[config.mk]
export PLATFORM = sky130hd
export DESIGN_NAME = gpf_front
export DESIGN_NICKNAME = d
export VERILOG_FILES = /design/src/hw/rtl/gpf_pkg.sv /design/src/hw/rtl/gpf_front.sv
export SDC_FILE = /design/constraint.sdc
export NUM_CORES = 2
export LEC_CHECK = 0
export BUFFER_PORTS_ARGS = -buffer_cell sky130_fd_sc_hd__buf_2
export CAP_MARGIN = 10
export CORE_UTILIZATION = 66
export CTS_BUF_LIST = sky130_fd_sc_hd__clkbuf_4 sky130_fd_sc_hd__clkbuf_8
export CTS_CLUSTER_SIZE = 28
export DETAILED_ROUTE_END_ITERATION = 10
export GPL_ROUTABILITY_DRIVEN = 1
export PLACE_DENSITY = 0.95
export SKIP_CTS_REPAIR_TIMING = 1
export SLEW_MARGIN = 20
export SYNTH_ARGS = -nofsm -noshare
export SYNTH_HDL_FRONTEND = slang
export SYNTH_SLANG_ARGS = --single-unit
[constraint.sdc]
create_clock -name aclk -period 11.6 [get_ports aclk]
set_input_delay 2.32 -clock aclk [delete_from_list [all_inputs] [get_ports aclk]]
set_output_delay 2.32 -clock aclk [all_outputs]
set_load 0.005 [all_outputs]
[src/hw/rtl/gpf_pkg.sv]
package gpf_pkg;

    localparam int MAX_DIM_DEF       = 256;
    localparam int CORDIC_STAGES_DEF = 16;

    localparam int SIZE_W     = 9;
    localparam int OFF_W      = 9;
    localparam int STEP_W     = 32;
    localparam int ADDR_W     = 24;
    localparam int Q15_W      = 16;
    localparam int CFG_IDX_W  = 3;
    localparam int CFG_DATA_W = 32;

    // Q30 datapath with headroom for CORDIC growth
    localparam int CORDIC_W = 34;
    localparam int RND_W    = CORDIC_W - 14;

    localparam int QUEUE_DEPTH = 4;
    localparam int QUEUE_PTR_W = $clog2(QUEUE_DEPTH);
    localparam int QUEUE_CNT_W = $clog2(QUEUE_DEPTH + 1);

    localparam logic [CFG_IDX_W-1:0] REG_X_SIZE       = 3'd0;
    localparam logic [CFG_IDX_W-1:0] REG_Y_SIZE       = 3'd1;
    localparam logic [CFG_IDX_W-1:0] REG_Z_SIZE       = 3'd2;
    localparam logic [CFG_IDX_W-1:0] REG_PHASE_STEP_X = 3'd3;
    localparam logic [CFG_IDX_W-1:0] REG_PHASE_STEP_Y = 3'd4;
    localparam logic [CFG_IDX_W-1:0] REG_PHASE_STEP_Z = 3'd5;

    localparam logic [SIZE_W-1:0] SIZE_RESET = 9'd256;

    localparam logic signed [CORDIC_W-1:0] CORDIC_GAIN = 34'sd652032874;
    localparam logic signed [RND_W-1:0]    Q15_MAX     = 20'sd32767;
    localparam logic signed [RND_W-1:0]    Q15_MIN     = -20'sd32768;
    localparam logic signed [CORDIC_W:0]   Q15_HALF    = 35'sd16384;

    typedef struct packed {
        logic [SIZE_W-1:0] x_size;
        logic [SIZE_W-1:0] y_size;
        logic [SIZE_W-1:0] z_size;
        logic [STEP_W-1:0] phase_step_x;
        logic [STEP_W-1:0] phase_step_y;
        logic [STEP_W-1:0] phase_step_z;
    } gpf_cfg_t;

    typedef struct packed {
        logic [ADDR_W-1:0] addr;
        logic [STEP_W-1:0] angle;
        logic              neg;
        logic              oor;
    } gpf_item_t;

    // arctangent of 2^-i in 2^-32 turns, truncated
    function automatic logic [STEP_W-1:0] atan_turn(input int i);
        logic [STEP_W-1:0] a;
        case (i)
            0:  a = 32'h20000000;
            1:  a = 32'h12E4051D;
            2:  a = 32'h09FB385B;
            3:  a = 32'h051111D4;
            4:  a = 32'h028B0D43;
            5:  a = 32'h0145D7E1;
            6:  a = 32'h00A2F61E;
            7:  a = 32'h00517C55;
            8:  a = 32'h0028BE53;
            9:  a = 32'h00145F2E;
            10: a = 32'h000A2F98;
            11: a = 32'h000517CC;
            12: a = 32'h00028BE6;
            13: a = 32'h000145F3;
            14: a = 32'h0000A2F9;
            15: a = 32'h0000517C;
            16: a = 32'h000028BE;
            17: a = 32'h0000145F;
            18: a = 32'h00000A2F;
            19: a = 32'h00000517;
            20: a = 32'h0000028B;
            21: a = 32'h00000145;
            22: a = 32'h000000A2;
            23: a = 32'h00000051;
            default: a = '0;
        endcase
        return a;
    endfunction

    // round Q30 to Q15, saturate, optional negate with saturation
    function automatic logic [Q15_W-1:0] to_q15(input logic signed [CORDIC_W-1:0] v,
                                                 input logic neg);
        logic signed [CORDIC_W:0] s;
        logic signed [RND_W-1:0]  r;
        logic [Q15_W-1:0]         q;
        s = {v[CORDIC_W-1], v} + Q15_HALF;
        r = s[CORDIC_W:15];
        if (r > Q15_MAX) begin
            q = 16'h7FFF;
        end else if (r < Q15_MIN) begin
            q = 16'h8000;
        end else begin
            q = r[Q15_W-1:0];
        end
        if (neg) begin
            if (q == 16'h8000) begin
                q = 16'h7FFF;
            end else begin
                q = Q15_W'(-q);
            end
        end
        return q;
    endfunction

endpackage

[src/hw/rtl/gpf_front.sv]
module gpf_front
    import gpf_pkg::*;
#(
    parameter int MAX_DIM = MAX_DIM_DEF
) (
    input  logic              aclk,
    input  logic              aresetn,
    input  gpf_cfg_t          cfg,
    input  logic              s_valid,
    output logic              s_ready,
    input  logic [OFF_W-1:0]  s_x_offset,
    input  logic [OFF_W-1:0]  s_y_offset,
    input  logic [OFF_W-1:0]  s_z_offset,
    output logic              q_valid,
    input  logic              q_ready,
    output gpf_item_t         q_item
);

    function automatic logic [SIZE_W-1:0] eff_size(input logic [SIZE_W-1:0] s);
        logic [SIZE_W-1:0] e;
        if (int'(s) > MAX_DIM) begin
            e = SIZE_W'(MAX_DIM);
        end else begin
            e = s;
        end
        return e;
    endfunction

    function automatic logic [SIZE_W:0] wrap_off(input logic [OFF_W-1:0] off,
                                                 input logic [SIZE_W-1:0] sz);
        logic [SIZE_W:0] w;
        if (off[OFF_W-1]) begin
            w = {off[OFF_W-1], off} + {1'b0, sz};
        end else begin
            w = {1'b0, off};
        end
        return w;
    endfunction

    function automatic logic off_bad(input logic [OFF_W-1:0] off,
                                     input logic [SIZE_W-1:0] sz);
        logic signed [SIZE_W+1:0] o;
        logic signed [SIZE_W+1:0] h;
        o = {{2{off[OFF_W-1]}}, off};
        h = {2'b00, sz >> 1};
        return (o > h) || (o < -h);
    endfunction

    function automatic logic [STEP_W-1:0] phase_part(input logic [OFF_W-1:0] off,
                                                     input logic [STEP_W-1:0] step);
        return STEP_W'({{(STEP_W-OFF_W){off[OFF_W-1]}}, off} * step);
    endfunction

    logic [SIZE_W-1:0] sz_x, sz_y, sz_z;
    logic [SIZE_W:0]   w_x, w_y, w_z;
    logic              en1, en2;

    logic              v1_reg;
    logic [STEP_W-1:0] p_x_reg, p_y_reg, p_z_reg;
    logic [ADDR_W-1:0] wxy_reg;
    logic [SIZE_W:0]   wy_reg, wz_reg;
    logic              oor1_reg;

    logic              v2_reg;
    gpf_item_t         item2_reg;
    gpf_item_t         item2_next;
    logic [STEP_W-1:0] phase_sum;

    assign sz_x = eff_size(cfg.x_size);
    assign sz_y = eff_size(cfg.y_size);
    assign sz_z = eff_size(cfg.z_size);

    assign w_x = wrap_off(s_x_offset, sz_x);
    assign w_y = wrap_off(s_y_offset, sz_y);
    assign w_z = wrap_off(s_z_offset, sz_z);

    assign en2     = !v2_reg || q_ready;
    assign en1     = !v1_reg || en2;
    assign s_ready = en1;

    always_ff @(posedge aclk) begin
        if (!aresetn) begin
            v1_reg <= 1'b0;
            v2_reg <= 1'b0;
        end else begin
            if (en1) begin
                v1_reg <= s_valid;
            end
            if (en2) begin
                v2_reg <= v1_reg;
            end
        end
    end

    // stage 1: wrap, range check, per-axis products
    always_ff @(posedge aclk) begin
        if (en1 && s_valid) begin
            p_x_reg  <= phase_part(s_x_offset, cfg.phase_step_x);
            p_y_reg  <= phase_part(s_y_offset, cfg.phase_step_y);
            p_z_reg  <= phase_part(s_z_offset, cfg.phase_step_z);
            wxy_reg  <= ADDR_W'({{(ADDR_W-SIZE_W-1){w_x[SIZE_W]}}, w_x}
                                * {{(ADDR_W-SIZE_W){1'b0}}, sz_y});
            wy_reg   <= w_y;
            wz_reg   <= w_z;
            oor1_reg <= off_bad(s_x_offset, sz_x) || off_bad(s_y_offset, sz_y)
                        || off_bad(s_z_offset, sz_z);
        end
    end

    // stage 2: address, phase sum, quadrant fold
    always_comb begin
        phase_sum       = p_x_reg + p_y_reg + p_z_reg;
        item2_next.addr = ADDR_W'((wxy_reg + {{(ADDR_W-SIZE_W-1){wy_reg[SIZE_W]}}, wy_reg})
                                  * {{(ADDR_W-SIZE_W){1'b0}}, sz_z})
                          + {{(ADDR_W-SIZE_W-1){wz_reg[SIZE_W]}}, wz_reg};
        item2_next.neg  = phase_sum[STEP_W-1] ^ phase_sum[STEP_W-2];
        item2_next.angle = item2_next.neg ?
                           {~phase_sum[STEP_W-1], phase_sum[STEP_W-2:0]} : phase_sum;
        item2_next.oor  = oor1_reg;
    end

    always_ff @(posedge aclk) begin
        if (en2 && v1_reg) begin
            item2_reg <= item2_next;
        end
    end

    assign q_valid = v2_reg;
    assign q_item  = item2_reg;

endmodule

Word-level counts from Yosys, hierarchy flattened. Cells that the tools add are included.

Bitwise logic cells: 2. Reductions and logical operators: 11. $add $sub $neg: 10. Mux-type cells: 7. Multiply operators: 5. Order comparisons: 9.

Operators with widths (count): $mul 9x32->32 (3); $add 32x32->32 (2); $add 24x24->24 (2); $lt 9x11->1 (3); $neg 8->11 (3); $mux 32 (1); $add 10x9->10 (3); $gt 9x9->1 (3); $gt 9x9->1 const B (3); $mux 9 (3); $mul 24x9->24 (1); $mul 10x10->20 (1); $mux 8 (2); $mux 10 (1); $logic_or 1x1->1 (7); $logic_and 1x1->1 (2); $logic_not 1->1 (2); $not 1->1 (1); $xor 1x1->1 (1).

Input port bits: 154. Word-level logic and storage cells: 59. Output and inout bits: 60. Bits in registers: 201.

Logic depth before layout (Yosys ltp).
Depth in word-level cells: 7. Depth in mapped cells: 34. Gate-level depth less buffers: 32.

Worst setup path after synthesis. OpenSTA, ideal clock, no wires.

Path type: input-to-reg. Start point: in cfg[122] (netlist bit). End point: reg wxy_reg[22] (data pin). Data arrival time: 8708 ps. Path buffers: 1. Stages: 30. Library setup time: 261 ps. Setup slack: 2631 ps. Data required time: 11339 ps. Path through: clkbuf_1 -> inv_1 -> nand2_1 -> inv_1 -> ha_1 -> a21o_1 -> a21oi_1 -> o21bai_1 -> a21oi_1 -> o21bai_1 -> a21oi_1 -> o21bai_1 -> a21oi_1 -> nand2_1 -> fa_1 -> inv_1 -> fa_1 -> fa_1 -> fa_1 -> inv_1 -> fa_1 -> inv_1 -> ha_1 -> or3_1 -> a211o_1 -> nand2_1 -> o211ai_1 -> nor4_1 -> nor3_1 -> xnor2_1.

Longest elaborated chain between the ends: 5.

Ends and longest elaborated chain: start: declaration (line gpf_front.sv:8) `input gpf_cfg_t cfg,`; $gt 9x9->1 (line gpf_front.sv:21) `if (int'(s) > MAX_DIM) begin`; $mux 9 (*) (line gpf_front.sv:21); $add 10x9->10 (*) (line gpf_front.sv:33) `w = {off[OFF_W-1], off} + {1'b0, sz};`; $mux 10 (*) (line gpf_front.sv:32) `if (off[OFF_W-1]) begin`; $mul 10x10->20 (*) (line gpf_front.sv:102) `* {{(ADDR_W-SIZE_W){1'b0}}, sz_y});`; end signal: assignment (line gpf_front.sv:101) `wxy_reg <= ADDR_W'({{(ADDR_W-SIZE_W-1){w_x[SIZE_W]}}, w_x}`; end: declaration (line gpf_front.sv:60) `logic [ADDR_W-1:0] wxy_reg;`.

Every way passes the cells marked *; elsewhere a longest branch is shown, timed or not. A chain may end at the register's enable or synchronous reset.

Worst setup path in the final report.
Start point: in s_x_offset[1]. End point: reg wxy_reg[22] (data pin).

Longest elaborated chain between the ends: 3.

Ends and longest elaborated chain: start: declaration (line gpf_front.sv:11) `input logic [OFF_W-1:0] s_x_offset,`; $add 10x9->10 (line gpf_front.sv:33); $mux 10 (*) (line gpf_front.sv:32); $mul 10x10->20 (*) (line gpf_front.sv:102).

Marked as above.

==> summary.md <==
| Metric | Value |
|---|---|
| Max reg flops | 58 |
| Placed cell count | 5456 |
| Final Hold Viols | 0 |
| CTS Buf Count | 17 |
| Gr ovfl total | 0 |
| Layout cell share with drive strength beyond 1 | under 10% |
| Endpoint of the worst hold path | q_item[0] |
| Commonest non-fill, non-tap cell in the layout | inv_1 |
| Drt via density | 5.85 |
| Met2 Use GR | 55.1% |
| Synth warn | 0 |
| FFs w/ async S/R, synth | 0% |
| R2r startpoint | wxy_reg[6] |
| Hold Path Stages | 0 |
| Fillcell total | 4564 |
| Ports | approximately 210 |
| Final min period | just over 9 ns |
| Chip Width | 257 µm |
| Leading area contributor after synthesis | fa_1 |
| Final Cycle Share | 79.2% |
| Crit end category | register |
| Synth top area share | a little under two fifths |
| Worst-margin pin slew | 1.11 ns |
| Starting DRC count in detailed routing | 2911 |
| Hold Startpoint | oor1_reg |
| Post-synth EDFFs | just under 200 |
| Routability cong. | 0.983 |
| CP required | ~12 ns |
| Final setup fails | 0 |
| Cell count after synthesis | 4546 |
| CTS tree | done |
| First-pass GRT wire length | 173000 µm |
| Core Area | 64500 µm² |
| Post-synth design cell area | 43000 µm² |
| CP peak stage delay | 0.54 ns |
| Vias | approximately 32000 |
| Largest cells by area after synthesis | fa_1 (37%), edfxtp_1 (14%), ha_1 (12%), inv_1 (7.3%), nand2_1 (5.5%) |
| First-pass DRT Iterations | 6 |
| Dpl hpwl | 85900 µm |
| FP Rows | 93 |
| CP max FO | 35 |
| Top FF cell, synth | edfxtp_1 |
| Setup_tns | 0 ns |
| Antenna Nets Post-Route | 0 |
| GR Util met1 | 42.8% |
| Critical Path Start Type | input port |
| Flop2flop setup slack | 3.33 ns |
| Seq/Total Area, Yosys | 13.7% |
| Per-cell routed wire length | 19.5 µm |
| Die area | 66200 µm² |
| Worst-Skew Late Latency | 0.57 ns |
| Arr. time, crit path | approximately 9.5 ns |
| Post-synthesis register bit count | 197 |
| Worst path slowest cell | buf_2 |
| R2R cell count | 27 |
| Initial antenna violation count | 12 |
| Htree depth | 4 |
| Worst Hold Class | register to register |
| Max-slew violations | 0 |
| Longest Clk Path Bufs | 2 |
| Met3 Track Usage GR | 5.48% |
| Max cap viols | 0 |
| Area grow syn2layout | 4.79% |
| CTS Root Cell | clkbuf_8 |
| Clk slew on worst S/H paths | 0.12 ns |
| Worst Path Class, Setup | input port to register |
| Final non-filler cell total | 5494 |
| Worst R2R End | q_item[57] |
| Average cell area after synthesis | 9.46 µm² |
| Most Crowded Layer GR | met2 |
| Total Wirelength | 107000 µm |
| Syn Nets | 5911 |
| Commonest non-fill, non-tap cells in the layout | inv_1 (832), fa_1 (793), nand2_1 (630) |
| Post-route DRC violation count | 0 |
| Initial Util | around two thirds |
| PortBufs | 213 |
| Fin nets | ~6000 |
| CTS sink cnt | between 150 and 200 |
| Slew HR | 25.8% |
| Fmax | 109 MHz |
| Worst clock skew | 0.0372 ns |
| Pin count of the biggest net entering global routing | 88 |
| Status | finished, final reports clean |
| Unique cell type count in the Yosys netlist | 74 |
| Vias in the first global route | 34400 |
| Global Route Usage Sum | about a third |
| RSZ-0062 raised after global routing | no |
| Die height | ~260 µm |
-- logic make-up after synthesis --
logic type                 Yosys count  synth area share [%]
muxes                               24                 0.608
adders and majority gates         1211                  49.1
DFF                                197                  13.7
AOI/OAI and AO/OA                  444                  6.84
xor gates and xnor gates           268                  5.51
and+or+nand+nor                   1388                  15.4
buffers and inverters             1014                  8.85
-- metrics by stage --
stage	hold slack [ns]	util (%)	instance area, µm²	worst slack [ns]
final	0.437	69.9	45100	2.42
after global routing	0.445	69.9	45000	1.98
after CTS	0.433	69.8	45000	2.53
after detailed placement	0.419	69.2	44600	1.95
after global placement	0.403	69.2	44600	2.18
after floorplan	0.400	-	43000	2.63
-- final cells by class --
| type | count | area, µm² | share of cell area [%] |
|---|---|---|---|
| antenna | 6 | 15.0 | 0.0333 |
| timing repair buffer | 231 | 1200 | 2.67 |
| sequential | 197 | 5900 | 13.1 |
| multi-input combinational | 3335 | 33300 | 74.0 |
| clock inverter | 15 | 171 | 0.380 |
| inverter | 838 | 3150 | 6.98 |
| clock buffer | 17 | 234 | 0.519 |
| tap | 855 | 1070 | 2.37 |
-- Yosys cell counts (21+ instances only) --
cell      number
ha_1         418
xnor2_1      198
and2_1       314
inv_1        832
nor3_1        35
clkbuf_1     131
o21bai_1      26
buf_1         45
nand2_1      630
nand2b_1     107
nor2b_1       45
o21a_1        62
xor2_1        68
a21o_1        73
a21oi_1      134
fa_1         793
o21ai_0       47
o21ai_1       21
nor2_1       171
nand3_1       30
edfxtp_1     195
-- worst max path at each step --
stage	startpoint	end	slack, ns	cells past startpoint
after floorplan	cfg[122]	wxy_reg[22]	2.63	30
after global placement	s_x_offset[1]	wxy_reg[22]	2.18	29
after detailed placement	s_x_offset[1]	wxy_reg[22]	1.95	29
after CTS	s_x_offset[1]	wxy_reg[22]	2.53	29
after global routing	s_x_offset[1]	wxy_reg[22]	1.98	29
final	s_x_offset[1]	wxy_reg[22]	2.42	29
-- worst max-delay path: cells and delay by family --
kind            cells  cell delay [ns]
xor+xnor            1             0.14
fa+ha+maj           7             2.76
buf+inv             6             1.08
simple gates        5             1.08
compound gates     10             2.10
-- routing by layer --
| layer | part of all wire [%] | up-vias |
|---|---|---|
| met4 | 4.8 | 8 |
| met5 | 0.048 | - |
| met1 | 38 | 16000 |
| met2 | 48 | 1651 |
| met3 | 8.9 | 299 |
| li1 | - | 14200 |
Power is left out: the tool's default activity adds up to more than one toggle a clock period on the data nets, which glitch-free logic cannot reach.
