===== src/hw/rtl/gpf_pkg.sv =====
package gpf_pkg;

    localparam int MAX_DIM_DEF       = 256;
    localparam int CORDIC_STAGES_DEF = 16;

    localparam int SIZE_W     = 9;
    localparam int OFF_W      = 9;
    localparam int STEP_W     = 32;
    localparam int ADDR_W     = 24;
    localparam int Q15_W      = 16;
    localparam int CFG_IDX_W  = 3;
    localparam int CFG_DATA_W = 32;

    // Q30 datapath with headroom for CORDIC growth
    localparam int CORDIC_W = 34;
    localparam int RND_W    = CORDIC_W - 14;

    localparam int QUEUE_DEPTH = 4;
    localparam int QUEUE_PTR_W = $clog2(QUEUE_DEPTH);
    localparam int QUEUE_CNT_W = $clog2(QUEUE_DEPTH + 1);

    localparam logic [CFG_IDX_W-1:0] REG_X_SIZE       = 3'd0;
    localparam logic [CFG_IDX_W-1:0] REG_Y_SIZE       = 3'd1;
    localparam logic [CFG_IDX_W-1:0] REG_Z_SIZE       = 3'd2;
    localparam logic [CFG_IDX_W-1:0] REG_PHASE_STEP_X = 3'd3;
    localparam logic [CFG_IDX_W-1:0] REG_PHASE_STEP_Y = 3'd4;
    localparam logic [CFG_IDX_W-1:0] REG_PHASE_STEP_Z = 3'd5;

    localparam logic [SIZE_W-1:0] SIZE_RESET = 9'd256;

    localparam logic signed [CORDIC_W-1:0] CORDIC_GAIN = 34'sd652032874;
    localparam logic signed [RND_W-1:0]    Q15_MAX     = 20'sd32767;
    localparam logic signed [RND_W-1:0]    Q15_MIN     = -20'sd32768;
    localparam logic signed [CORDIC_W:0]   Q15_HALF    = 35'sd16384;

    typedef struct packed {
        logic [SIZE_W-1:0] x_size;
        logic [SIZE_W-1:0] y_size;
        logic [SIZE_W-1:0] z_size;
        logic [STEP_W-1:0] phase_step_x;
        logic [STEP_W-1:0] phase_step_y;
        logic [STEP_W-1:0] phase_step_z;
    } gpf_cfg_t;

    typedef struct packed {
        logic [ADDR_W-1:0] addr;
        logic [STEP_W-1:0] angle;
        logic              neg;
        logic              oor;
    } gpf_item_t;

    // arctangent of 2^-i in 2^-32 turns, truncated
    function automatic logic [STEP_W-1:0] atan_turn(input int i);
        logic [STEP_W-1:0] a;
        case (i)
            0:  a = 32'h20000000;
            1:  a = 32'h12E4051D;
            2:  a = 32'h09FB385B;
            3:  a = 32'h051111D4;
            4:  a = 32'h028B0D43;
            5:  a = 32'h0145D7E1;
            6:  a = 32'h00A2F61E;
            7:  a = 32'h00517C55;
            8:  a = 32'h0028BE53;
            9:  a = 32'h00145F2E;
            10: a = 32'h000A2F98;
            11: a = 32'h000517CC;
            12: a = 32'h00028BE6;
            13: a = 32'h000145F3;
            14: a = 32'h0000A2F9;
            15: a = 32'h0000517C;
            16: a = 32'h000028BE;
            17: a = 32'h0000145F;
            18: a = 32'h00000A2F;
            19: a = 32'h00000517;
            20: a = 32'h0000028B;
            21: a = 32'h00000145;
            22: a = 32'h000000A2;
            23: a = 32'h00000051;
            default: a = '0;
        endcase
        return a;
    endfunction

    // round Q30 to Q15, saturate, optional negate with saturation
    function automatic logic [Q15_W-1:0] to_q15(input logic signed [CORDIC_W-1:0] v,
                                                 input logic neg);
        logic signed [CORDIC_W:0] s;
        logic signed [RND_W-1:0]  r;
        logic [Q15_W-1:0]         q;
        s = {v[CORDIC_W-1], v} + Q15_HALF;
        r = s[CORDIC_W:15];
        if (r > Q15_MAX) begin
            q = 16'h7FFF;
        end else if (r < Q15_MIN) begin
            q = 16'h8000;
        end else begin
            q = r[Q15_W-1:0];
        end
        if (neg) begin
            if (q == 16'h8000) begin
                q = 16'h7FFF;
            end else begin
                q = Q15_W'(-q);
            end
        end
        return q;
    endfunction

endpackage


===== src/hw/rtl/gpf_queue.sv =====
module gpf_queue
    import gpf_pkg::*;
(
    input  logic      aclk,
    input  logic      aresetn,
    input  logic      in_valid,
    output logic      in_ready,
    input  gpf_item_t in_item,
    output logic      out_valid,
    input  logic      out_ready,
    output gpf_item_t out_item
);

    gpf_item_t              mem [QUEUE_DEPTH];
    logic [QUEUE_PTR_W-1:0] wr_ptr_reg, wr_ptr_next;
    logic [QUEUE_PTR_W-1:0] rd_ptr_reg, rd_ptr_next;
    logic [QUEUE_CNT_W-1:0] count_reg, count_next;
    logic                   push, pop;

    assign in_ready  = count_reg != QUEUE_CNT_W'(QUEUE_DEPTH);
    assign out_valid = count_reg != '0;
    assign out_item  = mem[rd_ptr_reg];
    assign push      = in_valid && in_ready;
    assign pop       = out_valid && out_ready;

    always_comb begin
        wr_ptr_next = push ? QUEUE_PTR_W'(wr_ptr_reg + 1'b1) : wr_ptr_reg;
        rd_ptr_next = pop ? QUEUE_PTR_W'(rd_ptr_reg + 1'b1) : rd_ptr_reg;
        count_next  = count_reg;
        if (push && !pop) begin
            count_next = QUEUE_CNT_W'(count_reg + 1'b1);
        end else if (pop && !push) begin
            count_next = QUEUE_CNT_W'(count_reg - 1'b1);
        end
    end

    always_ff @(posedge aclk) begin
        if (!aresetn) begin
            wr_ptr_reg <= '0;
            rd_ptr_reg <= '0;
            count_reg  <= '0;
        end else begin
            wr_ptr_reg <= wr_ptr_next;
            rd_ptr_reg <= rd_ptr_next;
            count_reg  <= count_next;
        end
    end

    always_ff @(posedge aclk) begin
        if (push) begin
            mem[wr_ptr_reg] <= in_item;
        end
    end

endmodule


===== config.mk =====
export PLATFORM = sky130hd
export DESIGN_NAME = gpf_queue
export DESIGN_NICKNAME = d
export VERILOG_FILES = /design/src/hw/rtl/gpf_pkg.sv /design/src/hw/rtl/gpf_queue.sv
export SDC_FILE = /design/constraint.sdc
export NUM_CORES = 1
export LEC_CHECK = 0
export BUFFER_PORTS_ARGS = -buffer_cell sky130_fd_sc_hd__buf_2
export CORE_MARGIN = 2
export CORE_UTILIZATION = 51
export CTS_CLUSTER_DIAMETER = 50
export CTS_CLUSTER_SIZE = 40
export DETAILED_ROUTE_END_ITERATION = 10
export GPL_TIMING_DRIVEN = 0
export PLACE_DENSITY = 0.72
export SLEW_MARGIN = 25
export SYNTH_ARGS = -nofsm -noshare
export SYNTH_HDL_FRONTEND = slang
export SYNTH_SLANG_ARGS = --single-unit

===== constraint.sdc =====
create_clock -name aclk -period 3.1 [get_ports aclk]
set_input_delay 0.155 -clock aclk [delete_from_list [all_inputs] [get_ports aclk]]
set_output_delay 0.155 -clock aclk [all_outputs]
set_load 0.005 [all_outputs]

Word level (Yosys, flattened, before mapping)
Memories as Yosys holds them, arrays and structs flattened. A register that Yosys moved wholly into a read port is not among the register bits.
Cells that the tools add are included.
- memories: 1
- register bits: 7
- ROM bits: 0
- output and inout bits: 60
- bits in writable memories: 232
- bits of input ports: 62
- bits in latches: 0
- logic and storage cells: 23
- memory list (name ; depth ; bits a word ; rd ports ; clocked after memory_dff ; wr ports ; RTL line ; RTL):
    mem ; 4 ; 58 ; 1 ; 1 ; 1 ; gpf_queue.sv:14 ; gpf_item_t mem [QUEUE_DEPTH];
- equal/unequal tests: 1
- divide/modulo/power cells: 0
- multipliers: 0
- multiplexer cells: 6
- add/sub/neg operators: 4
- magnitude comparators: 0
- bitwise operators: 0
- shifts and indexed selects: 0
- reductions and logical operators: 8
- operator list (kind ; count):
    $mux W3 ; 2
    $add A2 B1 Y2 const B ; 2
    $logic_and A1 B1 Y1 ; 4
    $mux W2 ; 2
    $add A3 B1 Y3 const B ; 1
    $ne A3 B3 Y1 const B ; 1
    $reduce_bool A3 Y1 ; 1
    $sub A3 B1 Y3 const B ; 1
    $logic_not A1 Y1 ; 2
    $mux W1 ; 2
    $reduce_bool A2 Y1 ; 1

Longest topological paths before layout
Gate-level depths: netlist of the first run.
- depth after elaboration: 6
- mapped depth: 8
- depth with buffers taken out: 8

Least setup slack after synthesis of the first run
OpenSTA, ideal clock, no wires.
- path type: reg-to-reg
- start point: register count_reg[0]
- end point: memory mem[0][0] (netlist bit), enable pin
- data arrival time: 2.191 ns
- slack: 0.487 ns
- library setup time: 0.422 ns
- data required time: 2.678 ns
- period minus slack after synthesis: 2.613 ns
- cell stages (with the launch flop): 4
- buffers on the path: 0
- cell sequence: dfxtp_1 -> nor2_1 -> a21boi_2 -> and2_1
- word-level cells in the longest chain between the ends: 4
- RTL lines (item ; RTL line ; RTL):
    start, declared ; gpf_queue.sv:17 ; logic [QUEUE_CNT_W-1:0] count_reg, count_next;
    start signal, assigned ; gpf_queue.sv:45 ; count_reg <= count_next;
    $ne A3 B3 Y1 ; gpf_queue.sv:20 ; assign in_ready = count_reg != QUEUE_CNT_W'(QUEUE_DEPTH);
    $logic_and A1 B1 Y1 ; gpf_queue.sv:23 ; assign push = in_valid && in_ready;
    named net push ; gpf_queue.sv:18 ; logic push, pop;
    $mux W1 ; gpf_queue.sv:50 ; if (push) begin
    $mux W1 (not written as such) ; gpf_queue.sv:51 ; mem[wr_ptr_reg] <= in_item;
    end, declared ; gpf_queue.sv:14 ;
The timed path passes the listed nets, and every way through them passes these cells.

Worst setup path after layout of the first run
- start point: register count_reg[0]
- end point: register count_reg[2]
- word-level cells in the longest chain between the ends: 5
- elaborated cells on any way between the ends: 13
- classes of those cells: add/sub: 2; eq/ne: 1; mux: 2; reduce/logical: 8
- RTL lines (item ; RTL line ; RTL):
    $ne A3 B3 Y1 * ; gpf_queue.sv:20 ;
    $logic_and A1 B1 Y1 * ; gpf_queue.sv:23 ;
    named net push ; gpf_queue.sv:18 ;
    $logic_not A1 Y1 ; gpf_queue.sv:32 ; end else if (pop && !push) begin
    $logic_and A1 B1 Y1 ; gpf_queue.sv:32 ;
    $reduce_bool A2 Y1 (no source line) ; n/a ;
The timed path passes the listed nets; every way through them passes the cells marked *. The select of a mux whose other input is x is not followed.
A chain may end at the register's enable or synchronous reset.

==> results.md, run 1 <==
- Status: finished clean
- Final hold slack: 0.08185 ns
- CP peak stage delay: ~0.47 ns
- Fin nets: 621
- Via count: 4,242
- Final period util: 0.7868
- CP Cell Sequence: nor2_1 > a21boi_2 > ha_1 > inv_1 > fa_1 > xor2_1 > or3_1 > a21boi_0
- Grt total ovfl: 0
- Clk sink count: 241
- Postcts setup bufs: 0
- Hold Path Class: primary input to register
- Post-route antenna net violation count: 0
- Critical path type: register to register
- Max Cap Violations: 0
- DP HPWL: 9217 um
- Reg2reg start: count_reg[0]$_SDFFE_PN0P_
- Max reg flops: 232
- DR pass1 iterations: 4
- Yosys reg bits: around 240
- Final min period: 2.439 ns
- Worst-skew pair later-pin latency: between 0.4 and 0.5 ns
- CTS HTree Levels: 1
- Antenna violations before repair: 0
- Post-layout util: 0.6424
- Port bufs: 120
- 1st-iter DRT viols: ~210
- Final Hold Fails: 0
- Avg Cell Area, Syn: roughly 25 um^2
- Share of layout cells above drive strength 1: 0.4053
- Area delta synth->final: 24.44%
- WP data required: 3.50 ns
- Syn_nets: 419
- RSZ-0062 raised after global routing: no
- Dpl ws: 0.7146 ns
- Row count: 48
- Netlist cell types: 25
- Grt met2 use: 0.2921
- FF-to-FF End: count_reg[2]$_SDFFE_PN0P_
- Core area: 17,180 um^2
- DRT Wirelength: 15,720 um
- Slew @ Worst Pin: 0.7007 ns
- CTS tree: yes
- Yosys warns: 0
- CTS root buffer: clkbuf_16
- Total die area: 18,460 um^2
- Final setup violation count: 0
- Max-slew violations: 0
- Met1 Use GR: 0.2299
- Initial Util: 0.5162
- Cells after synthesis: 351
- CP max-delay cell: dfxtp_1
- Top delay family on crit path: adder cells
- I/O pins: about 120
- WL/cell: 19.89 um
- N_diodes: 0
- Hold path start: aresetn
- Register-to-Register Path Depth: 8
- EDFF count, synth: between 200 and 250
- GPL Wtd Cong: 0.6769
- Startpoint types: register
- Residual DRC: 0
- Via density per instance: 5.370
- Leak Pwr: between 0.003 and 0.004 uW
- Final worst slack: ~0.66 ns
- Slew headroom: 0.5328
- Die height: 135.9 um
- Met3 usage: 0.03430
- Max IR drop VDD: 0.4274 mV
- Endpoint class of the critical path: register
- CTS resizes: 0
- First-pass GRT wire length: around 24,000 um
- Clock transition at path regs: 0.08 ns
- Num CTS Buffers: 18
- Power Density: 757.0 nW/um^2
- Vias in the first global route: 4,392
- Fraction of registers with async set/reset: 0
- Largest net degree at the start of global routing: 38
- Primary FF master, synth: edfxtp_1
- Sequential share of the synthesized area: 0.8060
- Crit Path Max Fanout: 7
- Die X: 135.9 um
- Buffer and inverter count on the worst path: 1
- CTS max path bufs: 3
- End point of the worst hold path: wr_ptr_reg[1]$_SDFFE_PN0P_
- CP arrival: 2.84 ns
- Post-Syn Area: roughly 8900 um^2
- Max frequency: 410.0 MHz
- WHS Path Cells: 3
- Setup tns final: 0 ns
- FF-to-FF setup slack: 0.66 ns
- Fin Clk Skew: 0.01130 ns
- Top Usage Layer GRT: met2
- GRT Util Overall: 0.1707
[final cells by class]
cell class | count | area, um^2
plain buffers | 14 | 123.9
clock buffers | 19 | 475.5
clock inverters | 13 | 108.9
fillers | 1195 | 6142
inverters | 3 | 11.26
multi-input cells | 93 | 1595
flip-flops and latches | 241 | 7147
well taps | 225 | 281.5
repair buffers | 182 | 1291
[metrics by stage]
| step | instance area [um^2] | std cells | total power (uW) |
|---|---|---|---|
| after CTS | 11030 | 790 | 8484 |
| after global routing | 11030 | 790 | 8739 |
| after detailed placement | 9869 | 700 | 6132 |
| after floorplan | 8867 | 351 | 5361 |
| after global placement | 9749 | 696 | 6047 |
| final | 11030 | 790 | 8353 |
[per-layer routing]
layer	wire length [um]	vias to the layer above
met1	6673	2202
met5	0	-
met2	7938	120
li1	-	1896
met3	859	24
met4	244	0
[report_power, final]
part / internal (uW) / switching [uW]
Sequential: 3950 / 100
Combinational: 1100 / 917
Clock: 1160 / 1120
[cell usage in the layout (no fill, tap or decap), types with 2 or more instances in the layout]
cell type and n:
and2_1 4, buf_12 3, mux4_2 58, inv_1 3
nand2_1 5, or3_1 2, clkbuf_16 19, buf_1 3
clkinvlp_4 3, inv_6 5, and2_4 4, buf_2 123
dfxtp_1 9, dlygate4sd3_1 58, clkinv_2 3, buf_4 3
mux2i_1 3, xnor2_1 3, edfxtp_1 232, ha_1 5
buf_16 4
[tightest hold or removal path: cells and delay by family]
kind                   cells  cell delay [ns]
buffers and inverters      1             0.19
AND/OR/NAND/NOR            1             0.12
multiplexers               1             0.06
[cells by family (layout without fill, tap and decap cells)]
logic type      count (synthesis)  count (layout)  share of synthesized area
compound gates                  5               5                   0.004515
xor+xnor                        4               4                   0.003952
fa+ha+maj                       6               6                   0.009313
buf+inv                        17             231                    0.01524
flops                         241             241                     0.8060
mux                            61              61                     0.1507
simple gates                   17              17                    0.01030
[synthesized netlist by cell type, drive strengths merged, types with 2 or more instances]
library cell	count	share of area
buf	13	0.014
or3	2	0.0014
mux4	58	0.15
mux2i	3	0.0034
edfxtp	232	0.79
nand2	5	0.0021
dfxtp	9	0.020
inv	3	0.0013
a21boi	2	0.0021
xnor2	3	0.0030
and2	8	0.0056
ha	5	0.0071
[repair_timing]
| action | in CTS | in global routing |
|---|---|---|
| endpoints found under the hold margin | 232 | 0 |
| hold buffers | 58 | 0 |
| setup endpoints to repair | 0 | 0 |
[how the worst max path moves through the flow]
stage / start / end / slack [ns] / depth (start not counted)
floorplan: count_reg[0]$_SDFFE_PN0P_ / mem[0][0]$_DFFE_PP_ / 0.49 / 3
global placement: count_reg[0]$_SDFFE_PN0P_ / mem[0][26]$_DFFE_PP_ / -0.63 / 3
detailed placement: count_reg[0]$_SDFFE_PN0P_ / count_reg[2]$_SDFFE_PN0P_ / 0.71 / 8
CTS: count_reg[0]$_SDFFE_PN0P_ / count_reg[2]$_SDFFE_PN0P_ / 0.68 / 8
global route: count_reg[0]$_SDFFE_PN0P_ / count_reg[2]$_SDFFE_PN0P_ / 0.51 / 8
finish: count_reg[0]$_SDFFE_PN0P_ / count_reg[2]$_SDFFE_PN0P_ / 0.66 / 8
Power figures use the tool's default switching activity.
==> inputs of run 2 (changes only) <==
PLACE_DENSITY = 0.75   (was 0.72)
clock period = 2 ns   (was 3.1 ns; I/O delays follow)
==> results.md, run 2 (synthesis results as in run 1) <==
- Status: finished clean (unchanged)
- Fin nets: 634 (was 621)
- CP peak stage delay: 0.50 ns (was 0.47 ns)
- DP HPWL: 9244 um (was 9217 um)
- Worst-skew pair later-pin latency: 0.47 ns (was 0.48 ns)
- WL/cell: 19.86 um (was 19.89 um)
- Max reg flops: 232 (unchanged)
- Row count: 48 (unchanged)
- Max Cap Violations: 0 (unchanged)
- Total die area: 18,460 um^2 (unchanged)
- Slew headroom: 0.6756 (was 0.5328)
- Final min period: around 2.0 ns
- Hold path start: aresetn (unchanged)
- CTS tree: yes (unchanged)
- Clk sink count: 241 (unchanged)
- Fin area: 11,210 um^2 (was 11,030 um^2)
- Final hold slack: 0.01696 ns (was 0.08185 ns)
- CP arrival: 1.87 ns (was 2.84 ns)
- Max frequency: 508.2 MHz
- Fin Clk Skew: 0.01359 ns (was 0.01130 ns)
- Num CTS Buffers: 18 (unchanged)
- Die X: 135.9 um (unchanged)
- Final Hold Fails: 0 (unchanged)
- CTS root buffer: clkbuf_16 (unchanged)
- Hold Path Class: primary input to register (unchanged)
- Area delta synth->final: 26.43% (was 24.44%)
- Clock transition at path regs: 0.07 ns (was 0.08 ns)
- WHS Path Cells: 2 (was 3)
- Residual DRC: 0 (unchanged)
- Via count: 4,166 (was 4,242)
- Largest net degree at the start of global routing: 31 (was 38)
- CP max-delay cell: mux4_2 (was dfxtp_1)
- GPL Wtd Cong: 0.6789 (was 0.6769)
- Final setup violation count: 0 (unchanged)
- Core area: 17,180 um^2 (unchanged)
- Vias in the first global route: 4,527 (was 4,392)
- Register-to-Register Path Depth: 7 (was 8)
- DR pass1 iterations: 4 (unchanged)
- WP data required: 1.90 ns (was 3.50 ns)
- RSZ-0062 raised after global routing: yes (was no)
- Post-layout util: 0.6527 (was 0.6424)
- Commonest non-fill, non-tap cells in the layout: edfxtp_1 (232), buf_2 (121), mux4_2 (58), dlygate4sd3_1 (58), clkbuf_16 (21) (was edfxtp_1 (232), buf_2 (123), mux4_2 (58), dlygate4sd3_1 (58), clkbuf_16 (19))
- Via density per instance: 5.195 (was 5.370)
- I/O pins: 122 (unchanged)
- 1st-iter DRT viols: 287 (was 208)
- Leak Pwr: 0.003849 uW (was 0.003754 uW)
- N_diodes: 0 (unchanged)
- Antenna violations before repair: 0 (unchanged)
- DP Area: 9849 um^2 (was 9869 um^2)
- Reg2reg start: count_reg[2]$_SDFFE_PN0P_ (was count_reg[0]$_SDFFE_PN0P_)
- Port bufs: 120 (unchanged)
- First-pass GRT wire length: 24,030 um (was 23,560 um)
- Initial Util: 0.5162 (unchanged)
- End point of the worst hold path: count_reg[2]$_SDFFE_PN0P_ (was wr_ptr_reg[1]$_SDFFE_PN0P_)
- Die height: 135.9 um (unchanged)
- CP Cell Sequence: buf_6 > buf_12 > clkbuf_16 > mux4_2 > buf_2 (was nor2_1 > a21boi_2 > ha_1 > inv_1 > fa_1 > xor2_1 > or3_1 > a21boi_0)
- Endpoint class of the critical path: output port (was register)
- Startpoint types: register (unchanged)
- Final period util: 0.9840
- Max-slew violations: 0 (unchanged)
- Critical path type: register to output port (was register to register)
- GRT Util Overall: 0.1710 (was 0.1707)
- Commonest non-fill, non-tap cell in the layout: edfxtp_1 (unchanged)
- Post-route antenna net violation count: 0 (unchanged)
- Slew @ Worst Pin: 0.4805 ns (was 0.7007 ns)
- CTS HTree Levels: 1 (unchanged)
- DRT Wirelength: 15,930 um (was 15,720 um)
- Max IR drop VDD: 0.8766 mV (was 0.4274 mV)
- Share of layout cells above drive strength 1: 0.4263 (was 0.4053)
- CTS max path bufs: 3 (unchanged)
- Grt total ovfl: 0 (unchanged)
- FF-to-FF End: count_reg[2]$_SDFFE_PN0P_ (unchanged)
- Crit Path Max Fanout: 10 (was 7)
- Power Density: 1182 nW/um^2 (was 757.0 nW/um^2)
- FF-to-FF setup slack: 0.10 ns (was 0.66 ns)
==> run 2: cell types whose count changed in the layout (fill, tap and decap cells not counted), sizes merged <==
cell,before,now
buf,137,147
inv,9,4
clkbuf,20,24
clkinv,4,8
clkinvlp,3,0
and2,8,9
bufinv,0,1
==> run 2: repair_timing <==
item | in CTS | in global routing
hold buffers | 58 | 0
gates cloned | 0 | 3
gates resized for setup | 8 | 10
setup endpoints to repair | 170 | 161
buffers inserted | 1 | 9
hold endpoints to repair | 232 | 0
pin swaps | 1 | 4
==> run 2: routing by layer <==
layer / vias up / wire [um] / GRT usage
li1: 1918 / - / -
met2: 121 / 8356 / 0.3168
met1: 2111 / 6501 / 0.2136
met3: 16 / 916 / 0.03207
met5: - / 0 / 0
met4: 0 / 152 / 0.02836
==> run 2: how the worst max path moves through the flow <==
stage,to,start,cells past startpoint
2_1_floorplan,count_reg[2]$_SDFFE_PN0P_,count_reg[0]$_SDFFE_PN0P_,8
3_3_place_gp,mem[0][31]$_DFFE_PP_,count_reg[0]$_SDFFE_PN0P_,3
3_5_place_dp,count_reg[2]$_SDFFE_PN0P_,count_reg[0]$_SDFFE_PN0P_,8
4_1_cts,count_reg[2]$_SDFFE_PN0P_,count_reg[1]$_SDFFE_PN0P_,7
5_1_grt,out_item[39],register,5
6_report,out_item[27],register,5
==> run 2: per-stage QoR <==
| step | setup WS [ns] | power, uW | std cells | setup TNS [ns] |
|---|---|---|---|---|
| after floorplan | 0.007027 | 8308 | 351 | 0 |
| after global placement | -0.5579 | 9354 | 696 | -128.53 |
| after detailed placement | -0.2747 | 9481 | 700 | -5.957 |
| after CTS | -0.07973 | 13150 | 790 | -0.1754 |
| after global routing | -0.02874 | 13870 | 802 | -0.5294 |
| final | 0.03210 | 13260 | 802 | 0 |
==> run 2: critical path: cells and delay by family, from the launching register on <==
| kind | cells | cell delay, ns |
|---|---|---|
| muxes | 1 | 0.50 |
| DFF | 1 | 0.32 |
| buffers and inverters | 4 | 0.56 |
==> run 2: where the power goes <==
| group | internal (uW) | switching [uW] | total [uW] |
|---|---|---|---|
| sequential | 6130 | 159 | 6290 |
| clock | 1910 | 1650 | 3560 |
| combinational | 1920 | 1480 | 3410 |
| total | 9960 | 3290 | 13300 |
==> run 2: final cells by class <==
cell class / instances / area (um^2)
sequential: 241 / 7159
fill: 1182 / 5966
multi-input combinational: 94 / 1629
timing repair buffer: 194 / 1399
clock buffer: 21 / 483.0
tap: 225 / 281.5
buffer: 14 / 138.9
clock inverter: 10 / 108.9
inverter: 3 / 11.26
==> inputs of run 3 (changes only) <==
CTS_CLUSTER_DIAMETER = unset   (was 50)
HOLD_SLACK_MARGIN = 0.06   (was unset)
==> results.md, run 3 (synthesis results as in run 1) <==
- Status: finished, violations left (was finished clean)
- Failing checks: negative setup slack
- WL/cell: 19.52 um (was 19.86 um)
- Reg2reg start: count_reg[2]$_SDFFE_PN0P_ (unchanged)
- DP HPWL: 9244 um (unchanged)
- Grt total ovfl: 0 (unchanged)
- CTS max path bufs: 3 (unchanged)
- Share of layout cells above drive strength 1: 0.4259 (was 0.4263)
- Startpoint types: register (unchanged)
- Max Cap Violations: 0 (unchanged)
- Antenna violations before repair: 0 (unchanged)
- Max reg flops: 232 (unchanged)
- Power Density: 1235 nW/um^2 (was 1182 nW/um^2)
- Final worst slack: -0.001606 ns (was 0.03210 ns)
- CTS HTree Levels: 1 (unchanged)
- CP Cell Sequence: buf_6 > buf_12 > clkbuf_16 > mux4_2 > buf_2 (unchanged)
- Power Total: 14,110 uW (was 13,260 uW)
- Final min period: 2.002 ns (was 1.968 ns)
- Clk sink count: 241 (unchanged)
- Placed insts: 700 (unchanged)
- Commonest non-fill, non-tap cells in the layout: edfxtp_1 (232), buf_2 (119), dlygate4sd3_1 (60) (was edfxtp_1 (232), buf_2 (121), mux4_2 (58), dlygate4sd3_1 (58), clkbuf_16 (21))
- Row count: 48 (unchanged)
- Final Hold Fails: 0 (unchanged)
- N_diodes: 0 (unchanged)
- Vias in the first global route: 4,561 (was 4,527)
- CTS tree: yes (unchanged)
- CP arrival: 1.90 ns (was 1.87 ns)
- Leak Pwr: 0.003945 uW (was 0.003849 uW)
- Slew @ Worst Pin: 0.4779 ns (was 0.4805 ns)
- Commonest non-fill, non-tap cell in the layout: edfxtp_1 (unchanged)
- GRT Util Overall: 0.1703 (was 0.1710)
- Total die area: 18,460 um^2 (unchanged)
- Dpl ws: -0.2747 ns (unchanged)
- Die X: 135.9 um (unchanged)
- Initial Util: 0.5162 (unchanged)
- Fin nets: 639 (was 634)
- GPL Wtd Cong: 0.6789 (unchanged)
- Largest net degree at the start of global routing: 31 (unchanged)
- Critical path type: register to output port (unchanged)
- Endpoint class of the critical path: output port (unchanged)
- Hold path start: in_valid (was aresetn)
- Final period util: 1.001 (was 0.9840)
- Slew headroom: 0.6773 (was 0.6756)
- 1st-iter DRT viols: 227 (was 287)
- Via count: 4,265 (was 4,166)
- DRT Wirelength: 15,850 um (was 15,930 um)
- I/O pins: 122 (unchanged)
- WP data required: 1.90 ns (about the same)
- Core area: 17,180 um^2 (unchanged)
- CTS root buffer: clkbuf_16 (unchanged)
- Hold Path Class: primary input to register (unchanged)
- Worst-skew pair later-pin latency: 0.50 ns (was 0.47 ns)
- Area delta synth->final: 28.86% (was 26.43%)
- Num CTS Buffers: 24 (was 18)
- Port bufs: 120 (unchanged)
- Top delay family on crit path: buffers and inverters (unchanged)
- Post-route antenna net violation count: 0 (unchanged)
- DR pass1 iterations: 5 (was 4)
- Max frequency: 499.6 MHz (was 508.2 MHz)
- Setup tns final: -0.001606 ns (was 0 ns)
- Final setup violation count: 1 (was 0)
- Fin Clk Skew: 0.007047 ns (was 0.01359 ns)
- Buffer and inverter count on the worst path: 4 (unchanged)
- Post-route non-filler standard cell count: 812 (was 802)
- Clock transition at path regs: 0.06 ns (was 0.07 ns)
- RSZ-0062 raised after global routing: yes (unchanged)
- Via density per instance: 5.252 (was 5.195)
- Max-slew violations: 0 (unchanged)
- Residual DRC: 0 (unchanged)
- First-pass GRT wire length: 24,050 um (was 24,030 um)
- Die height: 135.9 um (unchanged)
- Max IR drop VDD: 0.7331 mV (was 0.8766 mV)
- CP peak stage delay: 0.50 ns (about the same)
- CP max-delay cell: mux4_2 (unchanged)
- Crit Path Max Fanout: 9 (was 10)
-- run 3: worst reg2reg max path, stage by stage (launching register included) --
cell and delay (ns):
dfxtp_4 0.37, o31ai_4 0.31, ha_4 0.18, inv_1 0.05, fa_1 0.37, xor2_1 0.17
or3_1 0.30, a21boi_1 0.14
-- run 3: repair_timing --
item,4_1_cts,5_1_grt
cloned,0,2
hold buffers,60,0
pin swaps,1,6
gates resized for setup,11,12
setup endpoints to repair,170,156
setup buffers,1,7
endpoints found under the hold margin,241,0
-- run 3: per-stage QoR --
step	util	hold WS (ns)	instance area (um^2)
2_1_floorplan	-	0.1989	8882
3_3_place_gp	0.5685	0.3102	9764
3_5_place_dp	0.5734	0.3180	9849
4_1_cts	0.6561	0.1298	11270
5_1_grt	0.6652	0.1654	11430
6_report	0.6652	0.1684	11430
-- run 3: path summary, 6_finish.rpt --
check        slack, ns                         end  cells past startpoint
max             -0.002                out_item[41]                      5
min               0.17  wr_ptr_reg[1]$_SDFFE_PN0P_                      4
max reg2reg       0.03   count_reg[2]$_SDFFE_PN0P_                      7
min reg2reg       0.50  wr_ptr_reg[1]$_SDFFE_PN0P_                      2
-- run 3: final cells by class --
cell class	instances	area, um^2
sequential	241	7159
fill	1168	5751
multi-input combinational	93	1629
timing repair buffer	194	1420
clock buffer	30	644.4
tap	225	281.5
buffer	14	146.4
clock inverter	12	133.9
inverter	3	11.26
-- run 3: routing by layer --
layer / wire length, um / global-route usage
met1: 6488 / 0.2086
met2: 8206 / 0.3168
met3: 935 / 0.03132
met4: 221 / 0.03588
met5: 0 / 0
-- run 3: where the power goes --
part           internal, uW  total, uW  switching (uW)
clock                  2660       4360            1700
sequential             6140       6300             161
combinational          1960       3440            1490
total                 10800      14100            3350
